## src/design/plcm_pkg.sv

```systemverilog
// ----------------------------------------------------------------------------
// plcm_pkg
// Shared types and constants for the piecewise linear colormap.
// ----------------------------------------------------------------------------
package plcm_pkg;

  // breakpoint table depth, fixed by the 4-bit slot and 5-bit count fields
  localparam int MAX_ENTRIES = 16;

  localparam logic REQ_LOAD  = 1'b0;
  localparam logic REQ_PIXEL = 1'b1;

  localparam logic REG_USE_GRADIENT = 1'b0;
  localparam logic REG_ENTRY_COUNT  = 1'b1;

  // result kinds handed from front to back
  localparam logic [1:0] KIND_ZERO  = 2'd0;
  localparam logic [1:0] KIND_COLOR = 2'd1;
  localparam logic [1:0] KIND_BLEND = 2'd2;

  typedef struct packed {
    logic [1:0]  kind;
    logic [31:0] c0;
    logic [31:0] c1;
    logic [32:0] t;
    logic [32:0] d;
  } job_t;

endpackage

```

## src/design/plcm_front.sv

```systemverilog
// ----------------------------------------------------------------------------
// plcm_front
// Accepts items, writes loads into the table and scans it for each sample.
// ----------------------------------------------------------------------------
module plcm_front (
  input  logic                clk,
  input  logic                rst,
  input  logic                use_gradient,
  input  logic [4:0]          entry_count,
  input  logic                in_valid,
  output logic                in_stall,
  input  logic                req_type,
  input  logic [3:0]          entry_index,
  input  logic signed [31:0]  entry_key,
  input  logic [31:0]         entry_color,
  input  logic signed [31:0]  pixel_value,
  output logic                job_valid,
  output plcm_pkg::job_t      job,
  input  logic                job_full
);
  localparam int MAX_ENTRIES = plcm_pkg::MAX_ENTRIES;
  localparam int IW = (MAX_ENTRIES > 1) ? $clog2(MAX_ENTRIES) : 1;
  localparam int CW = $clog2(MAX_ENTRIES + 1);

  // table stores, one read per cycle except while a result waits
  logic signed [31:0] keys   [MAX_ENTRIES];
  logic [31:0]        colors [MAX_ENTRIES];

  logic               busy;
  logic [CW-1:0]      idx;
  logic [CW-1:0]      lim;
  logic signed [31:0] v;
  logic               grad;
  logic signed [31:0] rd_key, prev_key;
  logic [31:0]        rd_color, prev_color;
  logic               rd_ok;
  logic [CW-1:0]      rd_idx;
  logic [CW-1:0]      cnt_sat;

  assign in_stall = busy;
  assign cnt_sat = (entry_count > 5'(MAX_ENTRIES)) ? CW'(MAX_ENTRIES) : CW'(entry_count);

  // table write on load
  always_ff @(posedge clk) begin
    if (in_valid && !in_stall && req_type == plcm_pkg::REQ_LOAD
        && 32'(entry_index) < 32'(MAX_ENTRIES)) begin
      keys[entry_index[IW-1:0]]   <= entry_key;
      colors[entry_index[IW-1:0]] <= entry_color;
    end
  end

  logic hit, last;
  assign hit  = rd_ok && (v <= rd_key);
  assign last = rd_ok && (rd_idx + 1'b1 >= lim);

  // registered table read, one entry a cycle; held while the result waits
  always_ff @(posedge clk) begin
    if (!(hit || last)) begin
      rd_key   <= keys[idx[IW-1:0]];
      rd_color <= colors[idx[IW-1:0]];
    end
  end

  // scan sequencer
  always_ff @(posedge clk) begin
    if (rst) begin
      busy  <= 1'b0;
      rd_ok <= 1'b0;
      job_valid <= 1'b0;
    end else begin
      job_valid <= 1'b0;
      if (!busy) begin
        if (in_valid && req_type == plcm_pkg::REQ_PIXEL) begin
          v <= pixel_value;
          grad <= use_gradient;
          lim <= cnt_sat;
          idx <= '0;
          rd_idx <= '0;
          if (cnt_sat == '0) begin
            if (!job_full) begin
              job_valid <= 1'b1;
              job.kind <= plcm_pkg::KIND_ZERO;
            end else begin
              busy <= 1'b1;
              rd_ok <= 1'b0;
            end
          end else begin
            busy  <= 1'b1;
            rd_ok <= 1'b0;
          end
        end
      end else if (lim == '0) begin
        if (!job_full) begin
          job_valid <= 1'b1;
          job.kind <= plcm_pkg::KIND_ZERO;
          busy <= 1'b0;
        end
      end else if (!rd_ok) begin
        rd_ok  <= 1'b1;
        rd_idx <= idx;
        idx    <= idx + 1'b1;
      end else if (hit || last) begin
        if (!job_full) begin
          job_valid <= 1'b1;
          busy  <= 1'b0;
          rd_ok <= 1'b0;
          job.c0 <= prev_color;
          job.c1 <= rd_color;
          job.t  <= 33'(signed'({v[31], v}) - signed'({prev_key[31], prev_key}));
          job.d  <= 33'(signed'({rd_key[31], rd_key}) - signed'({prev_key[31], prev_key}));
          if (!hit)
            job.kind <= plcm_pkg::KIND_ZERO;
          else if (!grad || v == rd_key || rd_idx == '0)
            job.kind <= plcm_pkg::KIND_COLOR;
          else
            job.kind <= plcm_pkg::KIND_BLEND;
        end
      end else begin
        prev_key   <= rd_key;
        prev_color <= rd_color;
        rd_idx <= idx;
        idx    <= idx + 1'b1;
      end
    end
  end

  assert property (@(posedge clk) disable iff (rst) job_valid |-> !$past(job_full));
  assert property (@(posedge clk) disable iff (rst) busy && rd_ok |-> rd_idx < lim)
    else $error("scan index past limit");
  assert property (@(posedge clk) disable iff (rst)
    job_valid && job.kind == plcm_pkg::KIND_BLEND |-> !job.d[32] && job.d != '0)
    else $error("bad blend divisor");
endmodule

```

## src/design/plcm_queue.sv

```systemverilog
// ----------------------------------------------------------------------------
// plcm_queue
// Short job queue between front and back.
// ----------------------------------------------------------------------------
module plcm_queue (
  input  logic            clk,
  input  logic            rst,
  input  logic            wr_valid,
  input  plcm_pkg::job_t  wr_job,
  output logic            full,
  output logic            rd_valid,
  output plcm_pkg::job_t  rd_job,
  input  logic            rd_take
);
  plcm_pkg::job_t mem [4];
  logic [2:0] wp, rp;

  assign rd_valid = (wp != rp);
  // leave room for the item already in flight in the front
  assign full = (3'(wp - rp) >= 3'd3);
  assign rd_job = mem[rp[1:0]];

  always_ff @(posedge clk) begin
    if (wr_valid) mem[wp[1:0]] <= wr_job;
  end

  always_ff @(posedge clk) begin
    if (rst) begin
      wp <= '0;
      rp <= '0;
    end else begin
      if (wr_valid) wp <= wp + 1'b1;
      if (rd_take && rd_valid) rp <= rp + 1'b1;
    end
  end

  assert property (@(posedge clk) disable iff (rst) 3'(wp - rp) <= 3'd4)
    else $error("queue overflow");
endmodule

```

## src/design/plcm_back.sv

```systemverilog
// ----------------------------------------------------------------------------
// plcm_back
// Serial divider per channel; emits one rgba item per job.
// ----------------------------------------------------------------------------
module plcm_back (
  input  logic            clk,
  input  logic            rst,
  input  logic            job_valid,
  input  plcm_pkg::job_t  job,
  output logic            job_take,
  output logic            out_valid,
  input  logic            out_stall,
  output logic [31:0]     out_color
);
  localparam logic [1:0] S_IDLE = 2'd0, S_DIV = 2'd1, S_OUT = 2'd2;

  logic [1:0]  state;
  logic [1:0]  ch;
  logic [5:0]  bitn;
  logic [40:0] num;
  logic [40:0] rem;
  logic [40:0] quo;
  logic [32:0] dd;
  logic [7:0]  a, b;
  logic        down;
  logic [31:0] c0, c1, res;
  logic [32:0] tt;
  logic [40:0] rem_sh;
  logic [40:0] rem_sub;

  assign job_take = (state == S_IDLE) && job_valid;
  assign rem_sh   = {rem[39:0], num[40]};
  assign rem_sub  = rem_sh - 41'(dd);
  assign out_valid = (state == S_OUT);
  assign out_color = res;

  always_comb begin
    a = c0[31 - 8*ch -: 8];
    b = c1[31 - 8*ch -: 8];
  end

  always_ff @(posedge clk) begin
    if (rst) begin
      state <= S_IDLE;
    end else begin
      unique case (state)
        S_IDLE: if (job_valid) begin
          c0 <= job.c0; c1 <= job.c1; tt <= job.t; dd <= job.d;
          ch <= 2'd0; bitn <= 6'd0;
          unique case (job.kind)
            plcm_pkg::KIND_BLEND: begin
              state <= S_DIV;
              num <= '0;
              rem <= '0;
            end
            plcm_pkg::KIND_COLOR: begin res <= job.c1; state <= S_OUT; end
            default: begin res <= '0; state <= S_OUT; end
          endcase
        end
        S_DIV: begin
          if (bitn == 6'd0) begin
            // load numerator t*|c1-c0| (+d-1 when descending)
            down <= (b < a);
            num  <= (b >= a) ? 41'(tt) * 41'(b - a)
                             : 41'(tt) * 41'(a - b) + 41'(dd) - 41'd1;
            rem  <= '0;
            quo  <= '0;
            bitn <= 6'd1;
          end else if (bitn <= 6'd41) begin
            if (rem_sub[40] == 1'b0) begin
              rem <= rem_sub;
              quo <= {quo[39:0], 1'b1};
            end else begin
              rem <= rem_sh;
              quo <= {quo[39:0], 1'b0};
            end
            num  <= {num[39:0], 1'b0};
            bitn <= bitn + 1'b1;
          end else begin
            res[31 - 8*ch -: 8] <= down ? 8'(a - quo[7:0]) : 8'(a + quo[7:0]);
            bitn <= 6'd0;
            if (ch == 2'd3) state <= S_OUT;
            ch <= ch + 1'b1;
          end
        end
        S_OUT: if (!out_stall) state <= S_IDLE;
        default: state <= S_IDLE;
      endcase
    end
  end

  assert property (@(posedge clk) disable iff (rst) out_valid && out_stall |=> out_valid)
    else $error("output dropped");
  assert property (@(posedge clk) disable iff (rst) job_take |=> state != S_IDLE)
    else $error("job not started");
endmodule

```

## src/design/piecewise_linear_colormap_top.sv

```systemverilog
// the front scans the table entry by entry until the hit slot or the last entry (no scan
// when the count is zero), then hands its job through the queue to the back, which shows
// it in S_OUT; a blend first runs a 41-step restoring divider on each channel in turn
// the front stalls new items while it scans a sample or waits for queue room; the back
// takes a new job only in S_IDLE; a four-job queue sits between them; loads give no output
// rst is synchronous: clears config registers, queue and control; the table is not cleared
// ----------------------------------------------------------------------------
// piecewise_linear_colormap_top
// Maps samples to rgba through a breakpoint table, step or gradient.
// ----------------------------------------------------------------------------
module piecewise_linear_colormap_top (
  input  logic               clk,
  input  logic               rst,
  input  logic               cfg_valid,
  output logic               cfg_ready,
  input  logic               cfg_index,
  input  logic [31:0]        cfg_data,
  input  logic               in_valid,
  output logic               in_stall,
  input  logic               req_type,
  input  logic [3:0]         entry_index,
  input  logic signed [31:0] entry_key,
  input  logic [7:0]         entry_red,
  input  logic [7:0]         entry_green,
  input  logic [7:0]         entry_blue,
  input  logic [7:0]         entry_alpha,
  input  logic signed [31:0] pixel_value,
  output logic               out_valid,
  input  logic               out_stall,
  output logic [7:0]         out_red,
  output logic [7:0]         out_green,
  output logic [7:0]         out_blue,
  output logic [7:0]         out_alpha
);
  logic use_gradient;
  logic [4:0] entry_count;
  logic fj_valid, q_full, q_valid, q_take;
  plcm_pkg::job_t fj, qj;
  logic [31:0] color;

  assign cfg_ready = 1'b1;

  // configuration registers
  always_ff @(posedge clk) begin
    if (rst) begin
      use_gradient <= 1'b0;
      entry_count  <= '0;
    end else if (cfg_valid) begin
      if (cfg_index == plcm_pkg::REG_USE_GRADIENT) use_gradient <= cfg_data[0];
      else entry_count <= cfg_data[4:0];
    end
  end

  plcm_front u_front (
    .clk, .rst, .use_gradient, .entry_count, .in_valid, .in_stall,
    .req_type, .entry_index, .entry_key,
    .entry_color({entry_red, entry_green, entry_blue, entry_alpha}),
    .pixel_value, .job_valid(fj_valid), .job(fj), .job_full(q_full)
  );

  plcm_queue u_queue (
    .clk, .rst, .wr_valid(fj_valid), .wr_job(fj), .full(q_full),
    .rd_valid(q_valid), .rd_job(qj), .rd_take(q_take)
  );

  plcm_back u_back (
    .clk, .rst, .job_valid(q_valid), .job(qj), .job_take(q_take),
    .out_valid, .out_stall, .out_color(color)
  );

  assign out_red   = color[31:24];
  assign out_green = color[23:16];
  assign out_blue  = color[15:8];
  assign out_alpha = color[7:0];
endmodule

```

## config.mk

```make
export PLATFORM = sky130hd
export DESIGN_NAME = piecewise_linear_colormap_top
export DESIGN_NICKNAME = d
export VERILOG_FILES = /design/src/design/plcm_pkg.sv /design/src/design/plcm_front.sv /design/src/design/plcm_queue.sv /design/src/design/plcm_back.sv /design/src/design/piecewise_linear_colormap_top.sv
export SDC_FILE = /design/constraint.sdc
export NUM_CORES = 2
export LEC_CHECK = 0
export ABC_AREA = 1
export ABC_CLOCK_PERIOD_IN_PS = 14400
export BUFFER_PORTS_ARGS = -buffer_cell sky130_fd_sc_hd__buf_2
export CORE_UTILIZATION = 40
export CTS_CLUSTER_SIZE = 25
export DETAILED_ROUTE_END_ITERATION = 10
export PLACE_DENSITY_LB_ADDON = 0.2
export SETUP_SLACK_MARGIN = 0.1
export SLEW_MARGIN = 30
export SYNTH_ARGS = -nofsm -noshare
export SYNTH_HDL_FRONTEND = slang
export SYNTH_SLANG_ARGS = --single-unit
```

## constraint.sdc

```tcl
create_clock -name clk -period 14.4 [get_ports clk]
set_clock_uncertainty 0.05 [all_clocks]
set_input_delay 2.88 -clock clk [delete_from_list [all_inputs] [get_ports clk]]
set_output_delay 2.88 -clock clk [all_outputs]
set_load 0.01 [all_outputs]
```

==> impl_table.tex <==
\begin{tabular}{lr}
\hline
Metric & Value \\
\hline
\multicolumn{2}{l}{\textbf{Detailed routing}} \\
\quad Routed via count divided by cell count & $\sim$5.3 \\
\quad Drt drc & 0 \\
\quad Total vias in the final route & between 70000 and 80000 \\
\quad Wire length on met2 & approximately 160000 µm \\
\quad Wire length on met1 & roughly 150000 µm \\
\quad Max layer used & met5 \\
\quad Number of routed nets with antenna violations & 0 \\
\quad Drt total wl & about 350000 µm \\
\quad Wire length per cell after detailed routing & between 20 and 25 µm \\
\quad DR iter-0 viols & approximately 6900 \\
\quad Drt pass-1 iters & 6 \\
\quad Wire length on met3 & roughly 25000 µm \\
\multicolumn{2}{l}{\textbf{Timing}} \\
\quad Setup repair after global routing missed its margin & false \\
\quad Worst rel slew slack & between 20\% and 30\% \\
\quad Max Clock Freq & 0.0838 GHz \\
\quad Hold violation count in the final report & 0 \\
\quad Worst-margin pin slew & 1080 ps \\
\quad Final setup fails & 0 \\
\quad Period utilisation layout & around 83\% \\
\quad Sum Neg Setup Slack & 0 ps \\
\quad Final slew viol count & 0 \\
\quad Tmin final & between 10000 and 15000 ps \\
\multicolumn{2}{l}{\textbf{Die}} \\
\quad Die area & 0.301 mm² \\
\quad Row Count & 200 \\
\quad Core footprint & 0.297 mm² \\
\quad I/O pin count & roughly 170 \\
\quad Effective utilization at floorplan & roughly 40\% \\
\quad Die extent in y & between 500 and 600 µm \\
\quad Horizontal extent of the die & around 550 µm \\
\multicolumn{2}{l}{\textbf{Synthesis}} \\
\quad Dominant combinational cell family by area after synthesis & adder cells \\
\quad Syn avg cell area & 11.2 µm² \\
\quad Predominant post-synthesis flop cell & edfxtp\_1 \\
\quad Synthesized netlist net count & 12100 \\
\quad Leading area contributor after synthesis & edfxtp\_1 \\
\quad Largest cells by area after synthesis & edfxtp\_1, fa\_1, o21ai\_0 \\
\quad Compound-cell area share of the yosys netlist & a little under 10\% \\
\quad Post-synthesis register bit count & between 2000 and 2500 \\
\quad Ys async rst share & 0\% \\
\quad Most common cell in the synthesized netlist & edfxtp\_1 \\
\quad Number of different library cells in the post-synthesis netlist & 57 \\
\quad Proportion of netlist area held by the largest area contributor & between 50\% and 60\% \\
\quad Syn. warnings & 0 \\
\quad Leading cell types by count after synthesis & edfxtp\_1, nor2\_1, inv\_1, nand2\_1, o21ai\_0 \\
\quad Post-synth EDFFs & between 2000 and 2500 \\
\quad Part of the Yosys area used for sequential elements & between 50\% and 60\% \\
\quad Xor-xnor portion of the synthesized cell area & between 1 and 1.5\% \\
\quad Simple-gate share of the synthesized area & under 10\% \\
\quad Mux contribution to synthesized area & 0\% \\
\quad Adder-Cell Fraction of Synth Area & 19.5\% \\
\quad Syn Inst Count & approximately 11000 \\
\quad Post-synth design cell area & 0.119 mm² \\
\multicolumn{2}{l}{\textbf{Worst setup path}} \\
\quad Slack of the worst reg-to-reg path & roughly 2500 ps \\
\quad Cell with the largest stage delay on the worst path & a21boi\_0 \\
\quad Critical Path Source Type & flop \\
\quad Crit path kind & reg -> reg \\
\quad Endpoint class of the critical path & flop \\
\quad Required @ worst endpoint & $\sim$15000 ps \\
\quad R2R cell count & 38 \\
\quad Endpoint of the most critical register-to-register path & u\_back.num[37] \\
\quad Data arrival time at the worst-slack endpoint & 12480 ps \\
\quad Worst r2r src & u\_back.ch[1] \\
\quad Critical path peak fanout & 35 \\
\quad Max stage delay on crit path & 760 ps \\
\quad Most used cell along the critical path & fa\_1 \\
\multicolumn{2}{l}{\textbf{Placed design}} \\
\quad Number of buffers inserted by port buffering & 145 \\
\quad Final HPWL DP & 236000 µm \\
\quad Placer Congestion & about 0.9 \\
\multicolumn{2}{l}{\textbf{Final layout}} \\
\quad Fillcell total & approximately 28000 \\
\quad Synth-to-Final Area Change & 10.3\% \\
\quad Fraction of final layout cells sized beyond drive strength 1 & between 6 and 7\% \\
\quad Layout net count & 12200 \\
\multicolumn{2}{l}{\textbf{Clock tree}} \\
\quad Hold-fix buffers at CTS & 0 \\
\quad \# resized after CTS & 0 \\
\quad Number of CTS-inserted buffers & $\sim$220 \\
\quad Clock network latency to the later pin of the worst-skew pair & 940 ps \\
\quad Maximum root-to-sink buffer count & 4 \\
\quad Clock tree from TritonCTS & done \\
\quad Clock slew at the register clock pins of the worst setup and hold paths & around 60 ps \\
\quad Buffer type at the clock tree root & clkbuf\_16 \\
\quad Post CTS Setup Buffer Count & 0 \\
\quad Sinks on Clock Net & around 2100 \\
\quad Number of H-tree levels & 4 \\
\multicolumn{2}{l}{\textbf{Run status}} \\
\quad Result of the run & complete, no violations \\
\multicolumn{2}{l}{\textbf{Worst hold path}} \\
\quad End of the worst hold path & u\_queue.mem[0][41] \\
\quad Hold depth & 0 \\
\quad Min-Delay Startpoint & u\_front.job[41] \\
\quad Class of the worst hold path & reg -> reg \\
\multicolumn{2}{l}{\textbf{GRT}} \\
\quad Initial antenna violation count & 46 \\
\quad Vias in the first global route & 79100 \\
\quad Tot GR Track Use & around 23\% \\
\quad Pin count of the biggest net entering global routing & around 170 \\
\quad First-pass GRT wire length & a little over 500000 µm \\
\quad Global-route congestion overflow total & 0 \\
\multicolumn{2}{l}{\textbf{Job}} \\
\quad Max-Cap Viols & 0 \\
\hline
\end{tabular}
==> how the worst max path moves through the flow <==
stage	startpoint	to	slack, ps	depth (start not counted)
after floorplan	rst	u_front.prev_color[0]	4480	2
after global placement	u_back.ch[1]	u_back.num[40]	2450	40
after detailed placement	u_back.ch[1]	u_back.num[40]	2490	40
after CTS	u_back.ch[1]	u_back.num[40]	2400	40
after global routing	u_back.ch[1]	u_back.num[37]	2030	38
final	u_back.ch[1]	u_back.num[37]	2460	38
==> per-layer routing <==
metal / global-route usage [%] / vias up
li1: - / 36100
met3: 3.94 / 509
met1: 32.2 / 40100
met2: 36.0 / 2591
met5: 0 / -
met4: 6.80 / 48
==> logic make-up after synthesis <==
group	count (synthesis)
compound gates	2100
xor+xnor	157
fa+ha+maj	1328
buf+inv	1913
flops	2139
other cells	1
simple gates	3001
==> state kept, by name (all words and copies together), names as in the netlist, 33 cells and up, named ones only <==
| register | cells |
|---|---|
| u_back.dd | 33 |
| u_back.num | 41 |
| u_front.colors | 512 |
| u_back.tt | 33 |
| u_front.keys | 512 |
| u_front.job | 132 |
| u_queue.mem | 528 |
| u_back.rem | 40 |
==> layout make-up <==
cell class | count | area [µm²] | share of cell area [%]
timing repair buffer | 278 | 1830 | 1.39
antenna | 11 | 27.5 | 0.0209
multi-input combinational | 6587 | 48200 | 36.6
sequential | 2139 | 64000 | 48.7
clock inverter | 139 | 1180 | 0.898
clock buffer | 266 | 5760 | 4.38
tap | 3939 | 4930 | 3.74
inverter | 1480 | 5600 | 4.26
==> through the flow <==
step | hold slack, ps | cells | setup WS, ps | cell area, µm² | util [%]
2_1_floorplan | 350 | 10600 | 4480 | 119000 | -
3_5_place_dp | 355 | 14400 | 2490 | 125000 | 42.0
5_1_grt | 371 | 14800 | 2030 | 132000 | 44.3
3_3_place_gp | 350 | 14400 | 2450 | 125000 | 42.0
6_report | 355 | 14800 | 2460 | 132000 | 44.3
4_1_cts | 360 | 14800 | 2400 | 132000 | 44.3
==> cells in the final DEF (no fill, tap or decap), types with 124 or more instances in the layout <==
cell       synthesis  routed
nor2_1          1480    1459
o22ai_1          433     433
buf_4              6     124
nand2_1         1185    1184
clkbuf_16          0     224
inv_1           1454    1443
buf_2             33     145
fa_1             886     884
edfxtp_1        2120    2120
ha_1             442     442
a21oi_1          351     347
nand3_1          196     196
o21ai_0         1121    1121
==> worst max-delay path, delay by kind of cell, from the launching register on <==
| kind | cells | cell delay, ps |
|---|---|---|
| fa+ha+maj | 10 | 5220 |
| compound gates | 8 | 2560 |
| buf+inv | 12 | 2360 |
| simple gates | 8 | 840 |
| flops | 1 | 550 |
Power is not shown: default switching activity piles up to over one toggle a cycle in this logic, so the estimate is an artifact.
